**config.mk**
```make
export PLATFORM = sky130hd
export DESIGN_NAME = sipq_cell
export DESIGN_NICKNAME = d
export VERILOG_FILES = /design/src/rtl/sipq_pkg.sv /design/src/rtl/sipq_cell.sv
export SDC_FILE = /design/constraint.sdc
export NUM_CORES = 1
export LEC_CHECK = 0
export ABC_AREA = 1
export BUFFER_PORTS_ARGS = -buffer_cell sky130_fd_sc_hd__buf_2
export CAP_MARGIN = 15
export CORE_MARGIN = 2
export CORE_UTILIZATION = 41
export CTS_BUF_LIST = sky130_fd_sc_hd__clkbuf_4 sky130_fd_sc_hd__clkbuf_8
export CTS_CLUSTER_DIAMETER = 40
export DETAILED_ROUTE_END_ITERATION = 8
export GPL_ROUTABILITY_DRIVEN = 0
export PLACE_DENSITY = 0.75
export SLEW_MARGIN = 20
export SYNTH_ARGS = -nofsm -noshare
export SYNTH_HDL_FRONTEND = slang
export SYNTH_SLANG_ARGS = --single-unit
```
**constraint.sdc**
```tcl
create_clock -name clk -period 3.2 [get_ports clk]
set_input_delay 0.32 -clock clk [delete_from_list [all_inputs] [get_ports clk]]
set_output_delay 0.32 -clock clk [all_outputs]
set_load 0.005 [all_outputs]
```
**src/rtl/sipq_pkg.sv**
```systemverilog
`default_nettype none
package sipq_pkg;

  localparam int REQ_W     = 2;
  localparam int STAT_W    = 2;
  localparam int SYM_W     = 8;
  localparam int TIE_W     = 8;
  localparam int NODE_W    = 9;
  localparam int IN_FREQ_W = 32;
  localparam int OUT_CNT_W = 10;
  localparam int ADDR_W    = 3;
  localparam int DATA_W    = 32;

  // entry layout: {freq, sym, tie, node}
  localparam int NODE_LSB  = 0;
  localparam int TIE_LSB   = NODE_LSB + NODE_W;
  localparam int SYM_LSB   = TIE_LSB + TIE_W;
  localparam int FREQ_LSB  = SYM_LSB + SYM_W;

  localparam logic [REQ_W-1:0] REQ_INSERT = 2'd0;
  localparam logic [REQ_W-1:0] REQ_POP    = 2'd1;
  localparam logic [REQ_W-1:0] REQ_LOOKUP = 2'd2;

  localparam logic [STAT_W-1:0] STAT_OK    = 2'd0;
  localparam logic [STAT_W-1:0] STAT_EMPTY = 2'd1;
  localparam logic [STAT_W-1:0] STAT_FULL  = 2'd2;
  localparam logic [STAT_W-1:0] STAT_MISS  = 2'd3;

  localparam logic [ADDR_W-3:0] REG_ORDER = 1'b0;

  typedef enum logic [2:0] {
    CELL_HOLD,
    CELL_INSERT,
    CELL_SHIFT,
    CELL_ROTATE,
    CELL_APPEND
  } cell_op_t;

  typedef struct packed {
    cell_op_t op;
    logic     by_symbol;
  } cell_ctl_t;

endpackage
`default_nettype wire

```
**src/rtl/sipq_cell.sv**
```systemverilog
`default_nettype none
module sipq_cell import sipq_pkg::*; #(
  parameter int IDX       = 0,
  parameter int FREQ_BITS = 32,
  parameter int CNT_W     = 10,
  parameter int ENT_W     = FREQ_LSB + FREQ_BITS
) (
  input  wire logic             clk,
  input  wire cell_ctl_t        ctl_i,
  input  wire logic [CNT_W-1:0] count_i,
  input  wire logic [CNT_W-1:0] last_i,
  input  wire logic [ENT_W-1:0] new_i,
  input  wire logic [ENT_W-1:0] left_i,
  input  wire logic [ENT_W-1:0] right_i,
  input  wire logic [ENT_W-1:0] head_i,
  input  wire logic             keep_left_i,
  output logic      [ENT_W-1:0] ent_o,
  output logic                  keep_o
);

  localparam logic [CNT_W-1:0] IDX_C = CNT_W'(IDX);

  logic [ENT_W-1:0]     ent_r;
  logic [ENT_W-1:0]     ent_nxt;
  logic                 valid;
  logic                 key_gt;
  logic                 key_eq;
  logic                 tie_gt;
  logic [SYM_W-1:0]     n_sym;
  logic [SYM_W-1:0]     e_sym;
  logic [TIE_W-1:0]     n_tie;
  logic [TIE_W-1:0]     e_tie;
  logic [FREQ_BITS-1:0] n_freq;
  logic [FREQ_BITS-1:0] e_freq;

  assign n_sym  = new_i[SYM_LSB +: SYM_W];
  assign e_sym  = ent_r[SYM_LSB +: SYM_W];
  assign n_tie  = new_i[TIE_LSB +: TIE_W];
  assign e_tie  = ent_r[TIE_LSB +: TIE_W];
  assign n_freq = new_i[FREQ_LSB +: FREQ_BITS];
  assign e_freq = ent_r[FREQ_LSB +: FREQ_BITS];

  assign valid  = IDX_C < count_i;
  assign key_gt = ctl_i.by_symbol ? (n_sym > e_sym) : (n_freq > e_freq);
  assign key_eq = ctl_i.by_symbol ? (n_sym == e_sym) : (n_freq == e_freq);
  assign tie_gt = n_tie > e_tie;
  // new entry belongs after this one
  assign keep_o = valid & (key_gt | (key_eq & tie_gt));
  assign ent_o  = ent_r;

  always_comb begin
    ent_nxt = ent_r;
    case (ctl_i.op)
      CELL_HOLD:   ent_nxt = ent_r;
      CELL_INSERT: begin
        if (keep_o) begin
          ent_nxt = ent_r;
        end else if (keep_left_i) begin
          ent_nxt = new_i;
        end else begin
          ent_nxt = left_i;
        end
      end
      CELL_SHIFT:  ent_nxt = right_i;
      CELL_ROTATE: ent_nxt = (IDX_C == last_i) ? head_i : right_i;
      CELL_APPEND: ent_nxt = (IDX_C == count_i) ? new_i : ent_r;
      default:     ent_nxt = ent_r;
    endcase
  end

  always_ff @(posedge clk) begin
    ent_r <= ent_nxt;
  end

endmodule
`default_nettype wire

```
### Yosys cells after proc, flatten, opt, wreduce, memory -nomap -nowiden

Cells that the tools add are included.
W data, S select, Z words.

* bits in registers: 57
* input bits: 254
* output and inout bits: 58
* word-level logic and storage cells: 27

* $lt $le $gt $ge: 4
* eq/ne operators: 8
* mux-type cells: 7
* bitwise operators: 3
* reduce and logical (&&, ||, !) cells: 4

Operator list (number)
* $mux W57: 4
* $pmux W57 S4: 1
* $eq A32 B32 Y1: 1
* $gt A32 B32 Y1: 1
* $logic_not A10 Y1: 2
* $gt A8 B8 Y1: 2
* $lt A1 B10 Y1 const A: 1
* $eq A8 B8 Y1: 1
* $eq A3 B2 Y1 const B: 2
* $ne A2 B2 Y1 const B: 2
* $reduce_bool A4 Y1: 1
* $eq A3 B1 Y1 const B: 1
* $eq A3 B3 Y1 const B: 1
* $reduce_and A3 Y1: 1
* $and A1 B1 Y1: 2
* $mux W1: 2
* $or A1 B1 Y1: 1

### Depth between registers and ports, before layout

* depth after elaboration: 7
* depth in mapped cells: 18
* gate-level depth less buffers: 18

### Worst setup path after synthesis

OpenSTA, ideal clock, no wires.

* kind: reg2reg
* from: register ent_r[56], in the netlist ent_o[56]
* to: register ent_r[0], in the netlist ent_o[0] (enable)
* library setup time: 0.411 ns
* arrival time: 2.557 ns
* required time: 2.789 ns
* slack: 0.232 ns
* stages on the path, launching flop included: 15
* path buffers: 0
* period minus slack after synthesis: 2.968 ns
* path through: edfxtp_1 inv_1 ha_1 nand2_1 nor2_1 nand2_1 nor2_1 nand2_1 o21ai_1 nor2_1 nand2_1 nand2_1 nand3_1 nand2_1 inv_1

* cells in the longest elaborated chain, start to end: 7
* elaborated cells on any way between the ends: 9

RTL lines
* start: declaration: line sipq_cell.sv:23 `logic [ENT_W-1:0] ent_r;`
* start signal: assignment: line sipq_cell.sv:72 `ent_r <= ent_nxt;`
* parallel branches: the longest is 3 deep, another holds $gt A32 B32 Y1
* $or A1 B1 Y1 *: line sipq_cell.sv:48 `assign keep_o = valid & (key_gt | (key_eq & tie_gt));`
* $and A1 B1 Y1 *: line sipq_cell.sv:48
* $ne A2 B2 Y1 (no line) *
* $reduce_and A3 Y1 (no line) *

Every way passes the cells marked *.
A chain may end at the register's enable or synchronous reset.

### Final worst setup path

* from: register ent_r[48], in the netlist ent_o[48]
* to: register ent_r[32], in the netlist ent_o[32] (enable)

The elaborated chain is that of the path after synthesis.

==> flow_summary.ini <==
[yosys]
yosys_warnings = 0
synth-async-reset-ratio_pct = 0
seq_area_frac_synth_pct = 30.34
synth-seq-cells = 57
syn-instance-count = 741
synth_enable_flop_cells = 57
ys_types = 26
synth_area_sq_um = 5642
syn-num-nets = 1043
post_syn_area_per_cell_sq_um = 7.614
synth_flop_cell = sky130_fd_sc_hd__edfxtp_1

[cts]
htree_levels = 3
worst_setup_hold_path_clk_slew_ps = 70
cts_buffers = 9
sinks_on_the_clock_net = 57
clock_tree.root_cell = sky130_fd_sc_hd__clkbuf_8
cts_tree = done
post-cts-setup-buffer-count = 0
post_cts.resized_instances = 0
cts_hold_buf = 0
ctsLongestPathBuffers = 2
worst_skew_pair.late_latency_ps = 340

[worst_setup_path]
worst-endpoint-arrival_ps = 2640
critical_path.endpoint_type = flop
timing_worst_setup_path_type = reg -> reg
start_of_the_worst_register_to_register_path = ent_o[48]
crit_required_ps = 3230
worst-path-max-fanout = 24
r2r-end = ent_o[32]
r2r.worst_path.cells = 15
start_kind = flop
regToRegSetupSlack_ps = 590

[grt]
grt_first_pass_wirelength_um = 31430
track_usage_pct = 27.52
met2_usage_pct = 49.02
grt-busiest-layer = met2
grt_max_degree = 58
grt_pass1_vias = 6143
grt_use_met3_pct = 6.015
number_of_antenna_violations_at_the_first_check_in_global_routing = 1
grt_overflow = 0
use_met1_pct = 32.43

[sta]
timing.slew.headroom_pct = 54.17
fmax_mhz = 383.2
fin_crit_sh_pct = 81.54
rsz_0062_raised_after_global_routing = no
final-setup-viol-count = 0
report.final.hold_viol_count = 0
timing_max_transition_violations_final = 0
final.min_clock_period_ps = 2609
setup_tns_ps = 0
tightest_slew_ps = 685.9
clock-skew-final_ps = 8.872

[floorplanning]
core_area_sq_um = 13350
start_util_pct = 42.27
die_area_sq_um = 14710
io_pins = 312
die_height_um = 121.3
floorplan.die.width_um = 121.3
rows = 42

[layout]
final_cells = 1217
largest_register_ff_count = 57
finish.net_count = 1337
proportion_of_layout_cells_with_a_drive_suffix_above_1_pct = 39.33
synthToLayoutAreaGrowth_pct = 34.42

[place]
place.detailed.instances = 1200
hpwl_after_detailed_placement_um = 16480
portBuffers = 311

[drt]
remaining_drc_errors = 0
routed_wirelength_um = 20670
via_count = 6486
detail-route-antenna-nets = 0
drt-initial-drc-count = 347
post_drt_wl_per_cell_um = 16.98
drt_first_pass_iters = 5
via_per_inst = 5.329

[worst_hold_path]
worst_hold_path.endpoint = ent_o[7]
min_from = new_i[7]
worst_hold_path_type = in -> reg
worst_hold_path.num_cells = 3

[power_and_ir_drop]
switching_share_pct = 31.09
internal_power_uw = 1692
power_density_nw_per_um2 = 323.7
power_switching_uw = 763.2
cellLeakagePower_uw = 0.003664
vdd_drop_max_v = 0.0002372
comb_power_share_pct = 33.4
share_clk_of_total_power_pct = 27.3
power.sequential.fraction_pct = 39.3

[job]
timing.max_cap.violations = 0

[status]
outcome = completed
## layer usage
layer,vias up,routed length [um]
met5,-,0
met4,0,608
met3,44,1808
met2,314,10270
met1,2967,7980
li1,3161,-
## power groups by stage
stage          logic (uW)  clock network (uW)  registers [uW]
2_1_floorplan         408                   0             983
3_3_place_gp          814                   0             977
3_5_place_dp          824                   0             980
4_1_cts               828                 687             965
5_1_grt               923                 724             972
6_report              820                 669             966
## worst max-delay path by stage
stage | startpoint | cells after the start | to | slack, ps
after global placement | new_i[48] | 15 | ent_o[49] | 510
after detailed placement | new_i[48] | 15 | ent_o[31] | 470
final | ent_o[48] | 15 | ent_o[32] | 590
after floorplan | ent_o[56] | 14 | ent_o[0] | 230
after global routing | ent_o[48] | 15 | ent_o[32] | 320
after CTS | ent_o[48] | 15 | ent_o[31] | 530
## cells by family after synthesis
logic type | count (synthesis) | share of synthesized area (%)
AND/OR/NAND/NOR | 328 | 22.69
buffers and inverters | 108 | 8.294
multiplexers | 57 | 11.38
adder cells (fa/ha/maj) | 48 | 10.65
flip-flops | 57 | 30.34
AO/OA/AOI/OAI | 143 | 16.66
## cells in the mapped netlist (2+ instances only)
| cell type | instances | area, sq um |
|---|---|---|
| sky130_fd_sc_hd__inv_2 | 4 | 15.01 |
| sky130_fd_sc_hd__a21oi_1 | 20 | 100.1 |
| sky130_fd_sc_hd__inv_1 | 62 | 232.7 |
| sky130_fd_sc_hd__ha_1 | 48 | 600.6 |
| sky130_fd_sc_hd__nand3_1 | 8 | 40.04 |
| sky130_fd_sc_hd__edfxtp_1 | 57 | 1712 |
| sky130_fd_sc_hd__mux2_2 | 57 | 641.9 |
| sky130_fd_sc_hd__buf_6 | 4 | 45.04 |
| sky130_fd_sc_hd__nor2_1 | 88 | 330.3 |
| sky130_fd_sc_hd__o21ai_0 | 31 | 155.2 |
| sky130_fd_sc_hd__clkbuf_1 | 16 | 60.06 |
| sky130_fd_sc_hd__nand4_1 | 4 | 25.02 |
| sky130_fd_sc_hd__o21ai_1 | 31 | 155.2 |
| sky130_fd_sc_hd__o2111ai_1 | 57 | 499.2 |
| sky130_fd_sc_hd__nand2_1 | 223 | 837.1 |
| sky130_fd_sc_hd__buf_2 | 20 | 100.1 |
| sky130_fd_sc_hd__buf_4 | 2 | 15.01 |
## metrics by stage
stage / hold slack (ps) / util, % / cell area [sq um] / setup slack [ps] / total power (uW)
CTS: 279.4 / 56.80 / 7581 / 528.0 / 2479
finish: 302.0 / 56.81 / 7584 / 590.6 / 2455
detailed placement: 644.6 / 55.37 / 7391 / 472.9 / 1804
global placement: 638.8 / 55.37 / 7391 / 509.5 / 1791
floorplan: 535.0 / - / 5642 / 231.5 / 1391
global route: 295.0 / 56.81 / 7584 / 323.7 / 2618
## critical path, stage by stage, from the launching register on
cell and delay, ps:
sky130_fd_sc_hd__edfxtp_1 340, sky130_fd_sc_hd__inv_1 50, sky130_fd_sc_hd__ha_1 280, sky130_fd_sc_hd__nand2_1 70, sky130_fd_sc_hd__nor2_1 190, sky130_fd_sc_hd__nand4_1 150, sky130_fd_sc_hd__nor2_1 140, sky130_fd_sc_hd__nand2_1 80
sky130_fd_sc_hd__o21ai_1 100, sky130_fd_sc_hd__nor2_1 60, sky130_fd_sc_hd__nand2_1 80, sky130_fd_sc_hd__nand2_1 50, sky130_fd_sc_hd__nand3_1 60, sky130_fd_sc_hd__nand2_1 70, sky130_fd_sc_hd__inv_2 330, sky130_fd_sc_hd__buf_12 250
## placed cells by master, fill, tap and decap left out, types with 3 or more instances in the layout
cell type	instances
sky130_fd_sc_hd__a21oi_1	20
sky130_fd_sc_hd__buf_12	4
sky130_fd_sc_hd__nand4_1	4
sky130_fd_sc_hd__nor2_4	3
sky130_fd_sc_hd__clkbuf_8	9
sky130_fd_sc_hd__nor2_1	85
sky130_fd_sc_hd__nand2_1	223
sky130_fd_sc_hd__o21ai_1	31
sky130_fd_sc_hd__inv_2	5
sky130_fd_sc_hd__nand3_1	8
sky130_fd_sc_hd__o21ai_0	31
sky130_fd_sc_hd__buf_4	10
sky130_fd_sc_hd__clkbuf_4	3
sky130_fd_sc_hd__buf_2	311
sky130_fd_sc_hd__ha_1	48
sky130_fd_sc_hd__o2111ai_1	57
sky130_fd_sc_hd__edfxtp_1	57
sky130_fd_sc_hd__mux2_2	57
sky130_fd_sc_hd__inv_1	61
## area by class of cell
cell class                 instances  area, sq um
antenna                            1        2.502
clock buffer                      12        146.4
clock inverter                     4        43.79
fill                            1273         5764
inverter                          66        247.7
multi-input combinational        576         3500
sequential                        57         1712
tap                              176        220.2
timing repair buffer             325         1712
No activity file was read; power rests on OpenSTA's default activity.
