==> src/rtl/sipq_pkg.sv <==
`default_nettype none
package sipq_pkg;

  localparam int REQ_W     = 2;
  localparam int STAT_W    = 2;
  localparam int SYM_W     = 8;
  localparam int TIE_W     = 8;
  localparam int NODE_W    = 9;
  localparam int IN_FREQ_W = 32;
  localparam int OUT_CNT_W = 10;
  localparam int ADDR_W    = 3;
  localparam int DATA_W    = 32;

  // entry layout: {freq, sym, tie, node}
  localparam int NODE_LSB  = 0;
  localparam int TIE_LSB   = NODE_LSB + NODE_W;
  localparam int SYM_LSB   = TIE_LSB + TIE_W;
  localparam int FREQ_LSB  = SYM_LSB + SYM_W;

  localparam logic [REQ_W-1:0] REQ_INSERT = 2'd0;
  localparam logic [REQ_W-1:0] REQ_POP    = 2'd1;
  localparam logic [REQ_W-1:0] REQ_LOOKUP = 2'd2;

  localparam logic [STAT_W-1:0] STAT_OK    = 2'd0;
  localparam logic [STAT_W-1:0] STAT_EMPTY = 2'd1;
  localparam logic [STAT_W-1:0] STAT_FULL  = 2'd2;
  localparam logic [STAT_W-1:0] STAT_MISS  = 2'd3;

  localparam logic [ADDR_W-3:0] REG_ORDER = 1'b0;

  typedef enum logic [2:0] {
    CELL_HOLD,
    CELL_INSERT,
    CELL_SHIFT,
    CELL_ROTATE,
    CELL_APPEND
  } cell_op_t;

  typedef struct packed {
    cell_op_t op;
    logic     by_symbol;
  } cell_ctl_t;

endpackage
`default_nettype wire

==> src/rtl/sipq_ctrl.sv <==
`default_nettype none
module sipq_ctrl import sipq_pkg::*; #(
  parameter int DEPTH     = 512,
  parameter int FREQ_BITS = 32,
  parameter int CNT_W     = 10,
  parameter int ENT_W     = FREQ_LSB + FREQ_BITS
) (
  input  wire logic                 clk,
  input  wire logic                 rst_n,
  input  wire logic                 in_valid,
  output logic                      in_ready,
  input  wire logic [REQ_W-1:0]     in_req_type,
  input  wire logic [SYM_W-1:0]     in_symbol,
  input  wire logic [IN_FREQ_W-1:0] in_frequency,
  input  wire logic [TIE_W-1:0]     in_tie_key,
  input  wire logic [NODE_W-1:0]    in_node_id,
  output logic                      out_valid,
  input  wire logic                 out_ready,
  output logic [STAT_W-1:0]         out_status,
  output logic [SYM_W-1:0]          out_symbol,
  output logic [IN_FREQ_W-1:0]      out_frequency,
  output logic [TIE_W-1:0]          out_tie_key,
  output logic [NODE_W-1:0]         out_node_id,
  output logic [OUT_CNT_W-1:0]      out_entry_count,
  input  wire logic                 by_symbol_i,
  input  wire logic                 order_change_i,
  input  wire logic [ENT_W-1:0]     head_i,
  input  wire logic                 head_keep_i,
  output cell_ctl_t                 ctl_o,
  output logic [CNT_W-1:0]          count_o,
  output logic [CNT_W-1:0]          last_o,
  output logic [ENT_W-1:0]          new_o
);

  localparam int FX = (FREQ_BITS > IN_FREQ_W) ? FREQ_BITS : IN_FREQ_W;
  localparam int CX = (CNT_W > OUT_CNT_W) ? CNT_W : OUT_CNT_W;
  localparam logic [CNT_W-1:0] DEPTH_C = CNT_W'(DEPTH);
  localparam logic [CNT_W-1:0] ONE_C   = CNT_W'(1);

  typedef enum logic [1:0] {
    ST_IDLE,
    ST_EXEC,
    ST_SCAN_INS,
    ST_SCAN_LOOK
  } state_t;

  state_t               state_r, state_nxt;
  logic [REQ_W-1:0]     req_r, req_nxt;
  logic [SYM_W-1:0]     sym_r, sym_nxt;
  logic [FREQ_BITS-1:0] freq_r, freq_nxt;
  logic [TIE_W-1:0]     tie_r, tie_nxt;
  logic [NODE_W-1:0]    node_r, node_nxt;
  logic [CNT_W-1:0]     count_r, count_nxt;
  logic [CNT_W-1:0]     scan_r, scan_nxt;
  logic                 mark_r, mark_nxt;
  logic                 sorted_r, sorted_nxt;
  logic [ENT_W-1:0]     hit_r, hit_nxt;
  logic                 out_valid_r, out_valid_nxt;
  logic [STAT_W-1:0]    out_status_r, out_status_nxt;
  logic [SYM_W-1:0]     out_sym_r, out_sym_nxt;
  logic [IN_FREQ_W-1:0] out_freq_r, out_freq_nxt;
  logic [TIE_W-1:0]     out_tie_r, out_tie_nxt;
  logic [NODE_W-1:0]    out_node_r, out_node_nxt;
  logic [OUT_CNT_W-1:0] out_cnt_r, out_cnt_nxt;

  cell_op_t             op;
  logic                 out_free;
  logic                 finish;
  logic                 fin_has_ent;
  logic [STAT_W-1:0]    fin_status;
  logic [ENT_W-1:0]     fin_ent;
  logic [FX-1:0]        in_freq_x;
  logic [FX-1:0]        fin_freq_x;
  logic [CX-1:0]        cnt_x;

  assign in_freq_x  = FX'(in_frequency);
  assign fin_freq_x = FX'(fin_ent[FREQ_LSB +: FREQ_BITS]);
  assign cnt_x      = CX'(count_nxt);
  assign out_free   = !out_valid_r || out_ready;

  always_comb begin
    state_nxt      = state_r;
    req_nxt        = req_r;
    sym_nxt        = sym_r;
    freq_nxt       = freq_r;
    tie_nxt        = tie_r;
    node_nxt       = node_r;
    count_nxt      = count_r;
    scan_nxt       = scan_r;
    mark_nxt       = mark_r;
    sorted_nxt     = sorted_r;
    hit_nxt        = hit_r;
    out_valid_nxt  = out_valid_r && !out_ready;
    out_status_nxt = out_status_r;
    out_sym_nxt    = out_sym_r;
    out_freq_nxt   = out_freq_r;
    out_tie_nxt    = out_tie_r;
    out_node_nxt   = out_node_r;
    out_cnt_nxt    = out_cnt_r;
    op             = CELL_HOLD;
    finish         = 1'b0;
    fin_has_ent    = 1'b0;
    fin_status     = STAT_OK;
    fin_ent        = head_i;

    case (state_r)
      ST_IDLE: begin
        if (in_valid) begin
          req_nxt   = in_req_type;
          sym_nxt   = in_symbol;
          freq_nxt  = in_freq_x[FREQ_BITS-1:0];
          tie_nxt   = in_tie_key;
          node_nxt  = in_node_id;
          state_nxt = ST_EXEC;
        end
      end
      ST_EXEC: begin
        if (out_free) begin
          case (req_r)
            REQ_INSERT: begin
              if (count_r == DEPTH_C) begin
                finish     = 1'b1;
                fin_status = STAT_FULL;
              end else if (sorted_r) begin
                op        = CELL_INSERT;
                count_nxt = count_r + ONE_C;
                finish    = 1'b1;
              end else if (count_r == '0) begin
                op        = CELL_APPEND;
                count_nxt = count_r + ONE_C;
                finish    = 1'b1;
              end else begin
                scan_nxt  = count_r;
                mark_nxt  = 1'b0;
                state_nxt = ST_SCAN_INS;
              end
            end
            REQ_POP: begin
              finish = 1'b1;
              if (count_r == '0) begin
                fin_status = STAT_EMPTY;
              end else begin
                op          = CELL_SHIFT;
                count_nxt   = count_r - ONE_C;
                fin_has_ent = 1'b1;
              end
            end
            REQ_LOOKUP: begin
              if (count_r == '0) begin
                finish     = 1'b1;
                fin_status = STAT_MISS;
              end else begin
                scan_nxt  = count_r;
                mark_nxt  = 1'b0;
                state_nxt = ST_SCAN_LOOK;
              end
            end
            default: finish = 1'b1;
          endcase
        end
      end
      ST_SCAN_INS: begin
        // originals pass head to tail once; the new entry is appended
        // when the first original it must precede reaches the head
        if (scan_r == '0) begin
          if (!mark_r) begin
            op        = CELL_APPEND;
            count_nxt = count_r + ONE_C;
            mark_nxt  = 1'b1;
          end else if (out_free) begin
            finish = 1'b1;
          end
        end else if (!mark_r && !head_keep_i) begin
          op        = CELL_APPEND;
          count_nxt = count_r + ONE_C;
          mark_nxt  = 1'b1;
        end else begin
          op       = CELL_ROTATE;
          scan_nxt = scan_r - ONE_C;
        end
      end
      ST_SCAN_LOOK: begin
        if (scan_r == '0) begin
          if (out_free) begin
            finish      = 1'b1;
            fin_has_ent = mark_r;
            fin_ent     = hit_r;
            fin_status  = mark_r ? STAT_OK : STAT_MISS;
          end
        end else begin
          if (!mark_r && (head_i[SYM_LSB +: SYM_W] == sym_r)) begin
            hit_nxt  = head_i;
            mark_nxt = 1'b1;
          end
          op       = CELL_ROTATE;
          scan_nxt = scan_r - ONE_C;
        end
      end
      default: state_nxt = ST_IDLE;
    endcase

    if (finish) begin
      state_nxt      = ST_IDLE;
      out_valid_nxt  = 1'b1;
      out_status_nxt = fin_status;
      out_sym_nxt    = fin_has_ent ? fin_ent[SYM_LSB +: SYM_W] : '0;
      out_freq_nxt   = fin_has_ent ? fin_freq_x[IN_FREQ_W-1:0] : '0;
      out_tie_nxt    = fin_has_ent ? fin_ent[TIE_LSB +: TIE_W] : '0;
      out_node_nxt   = fin_has_ent ? fin_ent[NODE_LSB +: NODE_W] : '0;
      out_cnt_nxt    = cnt_x[OUT_CNT_W-1:0];
    end

    // fast insert needs the row in order under the current key
    if (order_change_i && (count_r > ONE_C)) begin
      sorted_nxt = 1'b0;
    end
    if (count_nxt <= ONE_C) begin
      sorted_nxt = 1'b1;
    end
  end

  always_ff @(posedge clk) begin
    if (!rst_n) begin
      state_r     <= ST_IDLE;
      count_r     <= '0;
      scan_r      <= '0;
      mark_r      <= 1'b0;
      sorted_r    <= 1'b1;
      out_valid_r <= 1'b0;
    end else begin
      state_r     <= state_nxt;
      count_r     <= count_nxt;
      scan_r      <= scan_nxt;
      mark_r      <= mark_nxt;
      sorted_r    <= sorted_nxt;
      out_valid_r <= out_valid_nxt;
    end
    req_r        <= req_nxt;
    sym_r        <= sym_nxt;
    freq_r       <= freq_nxt;
    tie_r        <= tie_nxt;
    node_r       <= node_nxt;
    hit_r        <= hit_nxt;
    out_status_r <= out_status_nxt;
    out_sym_r    <= out_sym_nxt;
    out_freq_r   <= out_freq_nxt;
    out_tie_r    <= out_tie_nxt;
    out_node_r   <= out_node_nxt;
    out_cnt_r    <= out_cnt_nxt;
  end

  assign in_ready        = (state_r == ST_IDLE);
  assign out_valid       = out_valid_r;
  assign out_status      = out_status_r;
  assign out_symbol      = out_sym_r;
  assign out_frequency   = out_freq_r;
  assign out_tie_key     = out_tie_r;
  assign out_node_id     = out_node_r;
  assign out_entry_count = out_cnt_r;

  assign ctl_o.op        = op;
  assign ctl_o.by_symbol = by_symbol_i;
  assign count_o         = count_r;
  assign last_o          = count_r - ONE_C;
  assign new_o           = {freq_r, sym_r, tie_r, node_r};

  a_count_bound: assert property (@(posedge clk) disable iff (!rst_n)
    count_r <= DEPTH_C)
    else $error("entry count above depth");

  a_lookup_keeps_count: assert property (@(posedge clk) disable iff (!rst_n)
    (state_r == ST_SCAN_LOOK) |=> $stable(count_r))
    else $error("lookup changed entry count");

  a_scan_bound: assert property (@(posedge clk) disable iff (!rst_n)
    (state_r == ST_SCAN_INS || state_r == ST_SCAN_LOOK) |-> (scan_r <= count_r))
    else $error("scan length exceeds entry count");

  a_unsorted_needs_two: assert property (@(posedge clk) disable iff (!rst_n)
    !sorted_r |-> (count_r > ONE_C))
    else $error("order flag clear with fewer than two entries");

endmodule
`default_nettype wire

==> config.mk <==
export PLATFORM = sky130hd
export DESIGN_NAME = sipq_ctrl
export DESIGN_NICKNAME = d
export VERILOG_FILES = /design/src/rtl/sipq_pkg.sv /design/src/rtl/sipq_ctrl.sv
export SDC_FILE = /design/constraint.sdc
export NUM_CORES = 1
export LEC_CHECK = 0
export CORE_MARGIN = 2
export CORE_UTILIZATION = 48
export DETAILED_ROUTE_END_ITERATION = 10
export DONT_BUFFER_PORTS = 1
export PLACE_DENSITY = 0.66
export REMOVE_ABC_BUFFERS = 1
export SYNTH_ARGS = -nofsm -noshare
export SYNTH_HDL_FRONTEND = slang
export SYNTH_SLANG_ARGS = --single-unit
==> constraint.sdc <==
create_clock -name clk -period 4.71 [get_ports clk]
set_clock_uncertainty 0.15 [all_clocks]
set_input_delay 1.413 -clock clk [delete_from_list [all_inputs] [get_ports clk]]
set_output_delay 1.413 -clock clk [all_outputs]
set_load 0.01 [all_outputs]
* Yosys cells after proc, flatten, opt, wreduce, memory -nomap -nowiden
Index checks and enable logic that the tools add are counted.
Storage, ports and cells: register bits after elaboration 210, word-level logic and storage cells 143
Operators by class: add/subtract/negate cells 3, magnitude comparators 2, eq/ne operators 19, multiplexer cells 77, bitwise logic cells 2, reduce and logical (&&, ||, !) cells 22
Operators with widths (count):
- 57-bit 2-to-1 mux | 3
- 10-bit 2-to-1 mux | 15
- 10-bit one-hot mux with 2 select lines | 3
- 10-bit one-hot mux with 3 select lines | 1
- 2-bit 2-to-1 mux | 14
- 8-bit AND reduction | 3
- 1-bit 2-to-1 mux | 23
- 3-bit 2-to-1 mux | 7
- 10-bit zero test | 2
- 10-bit by 1-bit subtractor with 10-bit output, second input constant | 2
- 3-bit != test, second input constant | 5
- 2-bit != test, second input constant | 6
- 2-bit one-hot mux with 2 select lines | 3
- 10-bit by 1-bit adder with 10-bit output, second input constant | 1
- 10-bit == test, second input constant | 1
- 10-bit by 1-bit > comparator with 1-bit output, second input constant | 1
- 10-bit by 1-bit less-or-equal comparator with 1-bit output, second input constant | 1
- 3-bit one-hot mux with 3 select lines | 1
- 8-bit == test | 1
- 2-bit == test, second input constant | 3
- 1-bit one-hot mux with 2 select lines | 3
- 1-bit one-hot mux with 3 select lines | 2
- 2-bit one-hot mux with 3 select lines | 1
- 3-bit one-hot mux with 2 select lines | 1
- 12 further kinds | 22

* Longest topological paths before layout
Gate-level depths: netlist (run 1).
depth in word-level cells 9, mapped depth 11, depth with buffers taken out 9

* Least setup slack after synthesis (run 1)
No wires, ideal clock.
kind input to register, start input head_i[21], end register hit_r[0] (enable), library setup time 472 ps, data arrival time 4356 ps, required time 4088 ps, setup slack -268 ps, cell stages on the path 4, path buffers 0, path through xor2_1 > nor4_1 > nand4_1 > nor2_1
On the way: cells in the longest elaborated chain, start to end 3
Ends and longest elaborated chain:
- from (decl) | RTL line sipq_ctrl.sv:27 | input wire logic [ENT_W-1:0] head_i,
- 8-bit == test | RTL line sipq_ctrl.sv:191 | if (!mark_r && (head_i[SYM_LSB +: SYM_W] == sym_r)) begin
- 1-bit logical AND | RTL line sipq_ctrl.sv:191
- 3-bit AND reduction (no source line)
- to (signal assigned) | RTL line sipq_ctrl.sv:243 | hit_r <= hit_nxt;
- to (decl) | RTL line sipq_ctrl.sv:57 | logic [ENT_W-1:0] hit_r, hit_nxt;
Every way passes these cells. A chain may end at the register's enable or synchronous reset.

==> results of run 1 <==
==> placed cells by master (no fill, tap or decap), types with 4 or more instances in the layout <==
cell type and count:
edfxtp_1 185, nand2_1 139, a21oi_1 82, nor2_1 34, inv_1 25, dfxtp_1 25
buf_4 23, clkbuf_16 22, o21ai_0 18, nor3_1 16, xor2_1 14, nor2b_1 11
nand4_1 11, and2_1 9, nand3_1 8, ha_1 8, a211oi_1 7, a31oi_1 6
nor4_1 6, a41oi_1 6, nor3b_1 5, or4_1 5, clkinv_1 5, bufinv_16 5
o41ai_1 4
==> sequential cells by signal (all words and copies together), names as in the netlist <==
register / flops
tie_r: 8
state_r: 2
out_frequency: 32
out_tie_key: 8
sorted_r: 1
scan_r: 10
count_o: 10
mark_r: 1
out_status: 2
sym_r: 8
node_r: 9
req_r: 2
out_valid: 1
out_entry_count: 10
out_symbol: 8
hit_r: 57
freq_r: 32
out_node_id: 9
==> path summary, 6_finish.rpt <==
check	from	endpoint	depth (start not counted)
max reg2reg	count_o[0]$_SDFF_PN0_	sorted_r$_SDFFE_PP1P_	9
min reg2reg	scan_r[1]$_SDFFE_PN0P_	scan_r[1]$_SDFFE_PN0P_	2
min	scan_r[1]$_SDFFE_PN0P_	scan_r[1]$_SDFFE_PN0P_	2
max	count_o[0]$_SDFF_PN0_	ctl_o[3]	8
==> cells by family after synthesis <==
family          after synthesis
simple gates                267
flops                       210
compound gates              175
buf+inv                      71
xor+xnor                     16
fa+ha+maj                     8
mux                           3
==> final cells by class <==
cell class | count | area, um2 | share of cell area [%]
multi-input cells | 469 | 2730 | 26.9
clock buffers | 24 | 558 | 5.49
well taps | 234 | 293 | 2.88
clock inverters | 16 | 215 | 2.12
repair buffers | 25 | 213 | 2.09
flip-flops and latches | 210 | 6060 | 59.6
inverters | 26 | 97.6 | 0.960
==> power breakdown <==
group          switching [mW]  internal [mW]
sequential              0.243           2.35
clock                   0.691           1.13
combinational           0.716          0.286
total                    1.65           3.77
==> metal layers <==
layer / part of all wire, % / up-vias
met5: 0 / -
met4: 2.9 / 0
met3: 11 / 72
met2: 46 / 422
met1: 40 / 2979
li1: - / 2784
==> worst max-delay path, delay by kind of cell, from the launching register on <==
kind / cells / cell delay (ps)
AND/OR/NAND/NOR: 4 / 840
flip-flops: 1 / 310
AO/OA/AOI/OAI: 1 / 330
adder cells (fa/ha/maj): 1 / 360
buffers and inverters: 2 / 490
==> flow_metrics.env, run 1 <==
export IMPL_stdcell_count=1004
export IMPL_fin_crit_sh_pct=93.3
export IMPL_place_gp_congestion=0.961
export IMPL_wl_mm=23.8
export IMPL_synth_simple_area_share_pct=14.1
export IMPL_ys_top_cells_by_count="edfxtp_1 (185), nand2_1 (139), a21oi_1 (82)"
export IMPL_clock_sinks=210
export IMPL_via_count=6257
export IMPL_pre_cts_ws_ps=643
export IMPL_grt_pass1_wl_mm=35.7
export IMPL_cpPeakStageDelay_ps=360
export IMPL_start_util_pct=48.9
export IMPL_drv_cap=0
export IMPL_cts_tree="done"
export IMPL_busiest_layer="met2"
export IMPL_hold_path_class="reg -> reg"
export IMPL_cp_start_kind="flip-flop"
export IMPL_hold_viol=0
export IMPL_viasPerCell=6.23
export IMPL_setup_violations=0
export IMPL_fill_cells=1589
export IMPL_globalRouteMet2Util_pct=36.1
export IMPL_grt_pass1_vias=6012
export IMPL_seq_area_frac_synth_pct=66.2
export IMPL_syn_area_mm2=0.00915
export IMPL_cts_buffer_depth=3
export IMPL_cts_htree_levels=1
export IMPL_cp_required_ps=3150
export IMPL_fin_util_pct=54.3
export IMPL_synth_top_cell_area_share_pct=60.7
export IMPL_synth_most_common_cell="edfxtp_1"
export IMPL_async_flop_share_pct=0
export IMPL_postSynthCellCount=750
export IMPL_rsz0062_at_grt="false"
export IMPL_dpl_hpwl_mm=16.3
export IMPL_worst_slew_pin_slew_ps=786
export IMPL_hold_slack_ps=348
export IMPL_grt_overflow_total=0
export IMPL_cts_hold_fix_buffers=0
export IMPL_slowest_stage="ha_1"
export IMPL_synth_main_ff_cell="edfxtp_1"
export IMPL_layout_nets=885
export IMPL_synthXorXnorAreaFrac_pct=1.53
export IMPL_post_cts_resized=0
export IMPL_drive_gt1_share_pct=10.9
export IMPL_irDropWorstVdd_v=0.000407
export IMPL_post_cts_buffers=0
export IMPL_grt_usage_pct=22.8
export IMPL_firstDrtPassIters=6
export IMPL_dieArea_mm2=0.0202
export IMPL_worstPathCellList="inv_1 > ha_1 > nor3b_2 > buf_4 > nand3_1 > nor2_1 > nand4_1 > a21oi_1"
export IMPL_ys_top_cells_by_area="edfxtp_1 (61%), nand2_1 (5.7%), dfxtp_1 (5.5%)"
export IMPL_die_y_um=142
export IMPL_portBuffers=0
export IMPL_clk_pin_slew_ps=60
export IMPL_use_met1_pct=30.1
export IMPL_grt_met3_usage_pct=7.13
export IMPL_cts_buffers=22
export IMPL_placed_cell_area_mm2=0.00939
export IMPL_wl_per_cell_um=23.7
export IMPL_stdcell_area_mm2=0.0102
export IMPL_drt_initial_drc_count=692
export IMPL_powerDensity_mw_per_mm2=533
export IMPL_synth_top_family_by_area="simple AND/OR/NAND/NOR gates"
export IMPL_arrival_ps=2830
export IMPL_drv_slew=0
export IMPL_setup_worst_path_class="reg -> out"
export IMPL_r2r_setup_slack_ps=1200
export IMPL_clk_latency_ps=510
export IMPL_period_needed_ps=4390
export IMPL_fmax_mhz=228
export IMPL_antenna_found_initial=0
export IMPL_drt_drc_violations_left=0
export IMPL_finalSetupTns_ps=0
export IMPL_grt_max_degree=70
export IMPL_coreArea_mm2=0.0187
export IMPL_yosysWarnings=0
export IMPL_final_setup_worst_slack_ps=317
export IMPL_yosys_area_top_type="edfxtp_1"
export IMPL_drtAntennaViolNets=0
export IMPL_synthMuxAreaShare_pct=0.328
export IMPL_diodes=0
export IMPL_io_pins=275
export IMPL_synthAdderAreaFrac_pct=1.09
export IMPL_area_growth_syn_to_layout_pct=11.1
export IMPL_power_mw=5.42
export IMPL_synth_edff_count=185
export IMPL_outcome="finished, final reports clean"
export IMPL_critPathMaxFanout=7
export IMPL_synth_distinct_cells=73
export IMPL_synth_compound_gate_area_share_pct=12.6
export IMPL_fp_dieW_um=142
export IMPL_p_leak_nw=3.54
export IMPL_synth_seq_cells=210
export IMPL_num_rows=50
export IMPL_relSlewSlack_pct=47.1
export IMPL_place_inst=964
export IMPL_syn_avg_cell_area_um2=12.2
export IMPL_cts_root_buf="clkbuf_16"
export IMPL_end_kind="output pin"
(Power assumes the default switching activity.)
==> run 2, diff against run 1 <==
--- a/config.mk
+++ b/config.mk
@@ -11,6 +11,7 @@
 export DONT_BUFFER_PORTS = 1
 export PLACE_DENSITY = 0.66
 export REMOVE_ABC_BUFFERS = 1
+export SETUP_SLACK_MARGIN = 0.5
 export SYNTH_ARGS = -nofsm -noshare
 export SYNTH_HDL_FRONTEND = slang
 export SYNTH_SLANG_ARGS = --single-unit
==> flow_metrics.env, run 2 (synthesized netlist as in run 1, its figures left out) <==
export IMPL_holdPathStages=2
export IMPL_rsz0062_at_grt="true"
export IMPL_grt_pass1_wl_mm=35.7
export IMPL_end_kind="output pin"
export IMPL_largest_register_ffs=57
export IMPL_drv_slew=0
export IMPL_irDropWorstVdd_v=0.000410
export IMPL_p_leak_nw=3.54
export IMPL_clk_pin_slew_ps=60
export IMPL_critPathMaxFanout=7
export IMPL_area_growth_syn_to_layout_pct=11.3
export IMPL_period_needed_ps=4140
export IMPL_layout_common_cells="edfxtp_1 (185), nand2_1 (139), a21oi_1 (81)"
export IMPL_worst_slew_pin_slew_ps=817
export IMPL_start_util_pct=48.9
export IMPL_wl_per_cell_um=23.7
export IMPL_drive_gt1_share_pct=11.7
export IMPL_hold_path_class="reg -> reg"
export IMPL_p_int_mw=3.78
export IMPL_stdcell_area_mm2=0.0102
export IMPL_portBuffers=0
export IMPL_drv_cap=0
export IMPL_pwr_share_seq_pct=47.7
export IMPL_grt_max_degree=70
export IMPL_cts_buffers=22
export IMPL_setup_violations=0
export IMPL_regMostFlops="hit_r"
export IMPL_clockPowerShare_pct=33.6
export IMPL_worstPathCellList="inv_1 > ha_1 > or3b_2 > or4_4 > o21ai_0 > a21oi_1"
export IMPL_via_count=6247
export IMPL_cts_hold_fix_buffers=0
export IMPL_placed_cell_area_mm2=0.00939
export IMPL_arrival_ps=2580
export IMPL_viasPerCell=6.22
export IMPL_firstDrtPassIters=5
export IMPL_cp_start_kind="flip-flop"
export IMPL_clock_sinks=210
export IMPL_grt_overflow_total=0
export IMPL_dieArea_mm2=0.0202
export IMPL_cpPeakStageDelay_ps=520
export IMPL_io_pins=275
export IMPL_outcome="finished, final reports clean"
export IMPL_wl_mm=23.8
export IMPL_coreArea_mm2=0.0187
export IMPL_layout_nets=885
export IMPL_cts_root_buf="clkbuf_16"
export IMPL_ff2ff_path_depth=9
export IMPL_drtAntennaViolNets=0
export IMPL_cts_buffer_depth=3
export IMPL_num_rows=50
export IMPL_drt_drc_violations_left=0
export IMPL_r2r_setup_slack_ps=1290
export IMPL_grt_pass1_vias=6018
export IMPL_power_mw=5.43
export IMPL_cts_tree="done"
export IMPL_drt_initial_drc_count=782
export IMPL_powerDensity_mw_per_mm2=533
export IMPL_path_depth=6
export IMPL_setup_worst_path_class="reg -> out"
export IMPL_swShare_pct=30.5
export IMPL_place_gp_congestion=0.961
export IMPL_crit_buf_inv=1
export IMPL_grt_usage_pct=22.8
export IMPL_mostFrequentLayoutCell="edfxtp_1"
export IMPL_cpLargestDelayFamily="simple AND/OR/NAND/NOR gates"
export IMPL_hold_slack_ps=348
export IMPL_antenna_found_initial=0
export IMPL_die_y_um=142
export IMPL_relSlewSlack_pct=45.0
export IMPL_p_switching_mw=1.65
export IMPL_fin_crit_sh_pct=87.9
export IMPL_cts_htree_levels=1
export IMPL_clk_latency_ps=510
export IMPL_slowest_stage="or3b_2"
export IMPL_cp_required_ps=3150
export IMPL_hold_viol=0
export IMPL_fmax_mhz=242
export IMPL_diodes=0
export IMPL_fill_cells=1590
export IMPL_p_comb_share_pct=18.8
export IMPL_fp_dieW_um=142
export IMPL_dpl_hpwl_mm=16.3
==> run 2: changes by cell type in the layout (fill, tap and decap cells not counted) <==
cell	before	now
nor3b_1	5	4
or4_1	5	4
nor3b_2	1	2
nor2_2	0	1
inv_1	25	24
nor2_1	34	33
inv_2	1	2
nor3_1	16	15
a21oi_1	82	81
nor3_2	0	1
a21oi_2	0	1
or4_4	1	2
==> run 2: final timing paths <==
path	start	to
min reg2reg	scan_r[1]$_SDFFE_PN0P_	scan_r[1]$_SDFFE_PN0P_
max	scan_r[0]$_SDFFE_PN0P_	ctl_o[1]
max reg2reg	count_o[0]$_SDFF_PN0_	sorted_r$_SDFFE_PP1P_
min	scan_r[1]$_SDFFE_PN0P_	scan_r[1]$_SDFFE_PN0P_
==> run 2: worst register-to-register path, stage by stage, from the launching register on <==
cell and delay [ps]:
dfxtp_1 320, inv_2 180, ha_1 320, or3b_4 470
o31ai_4 500, nand3_4 190, a31o_1 330, a221oi_2 430
o211ai_1 150, o311ai_1 290
==> run 2: power groups by stage <==
stage                     Clock (mW)  Combinational [mW]  Sequential, mW
after floorplan                    0               0.658            2.58
after global placement             0               0.963            2.62
after detailed placement           0               0.970            2.62
after CTS                       1.86               0.988            2.59
after global routing            1.93                1.10            2.61
final                           1.82                1.02            2.59
==> run 2: metrics by stage <==
step / util, % / setup TNS, ps / instances / setup slack (ps)
floorplan: - / -59720 / 705 / -778
global placement: 50.2 / 0 / 964 / 684
detailed placement: 50.2 / 0 / 964 / 643
CTS: 54.4 / 0 / 1004 / 489
global route: 54.4 / 0 / 1004 / 459
finish: 54.4 / 0 / 1004 / 571
==> run 2: final cells by class <==
class                   count  area, um2  share of cell area, %
flip-flops and latches    210       6060                   59.5
clock buffers              24        558                   5.48
well taps                 234        293                   2.87
clock inverters            16        215                   2.11
multi-input cells         469       2750                   27.0
inverters                  26       97.6                  0.958
repair buffers             25        213                   2.09
==> run 2: what timing repair did <==
action	4_1_cts	5_1_grt
resized for setup	2	4
endpoints found under the setup margin	3	3
buffers inserted	0	0
==> run 2: routing by layer <==
metal  vias to the layer above  wire, um  track usage [%]
met5                         -         0                0
met4                         0       618             6.68
met3                        52      2710             7.13
met2                       435     11000             36.4
met1                      2976      9500             30.3
li1                       2784         -                -
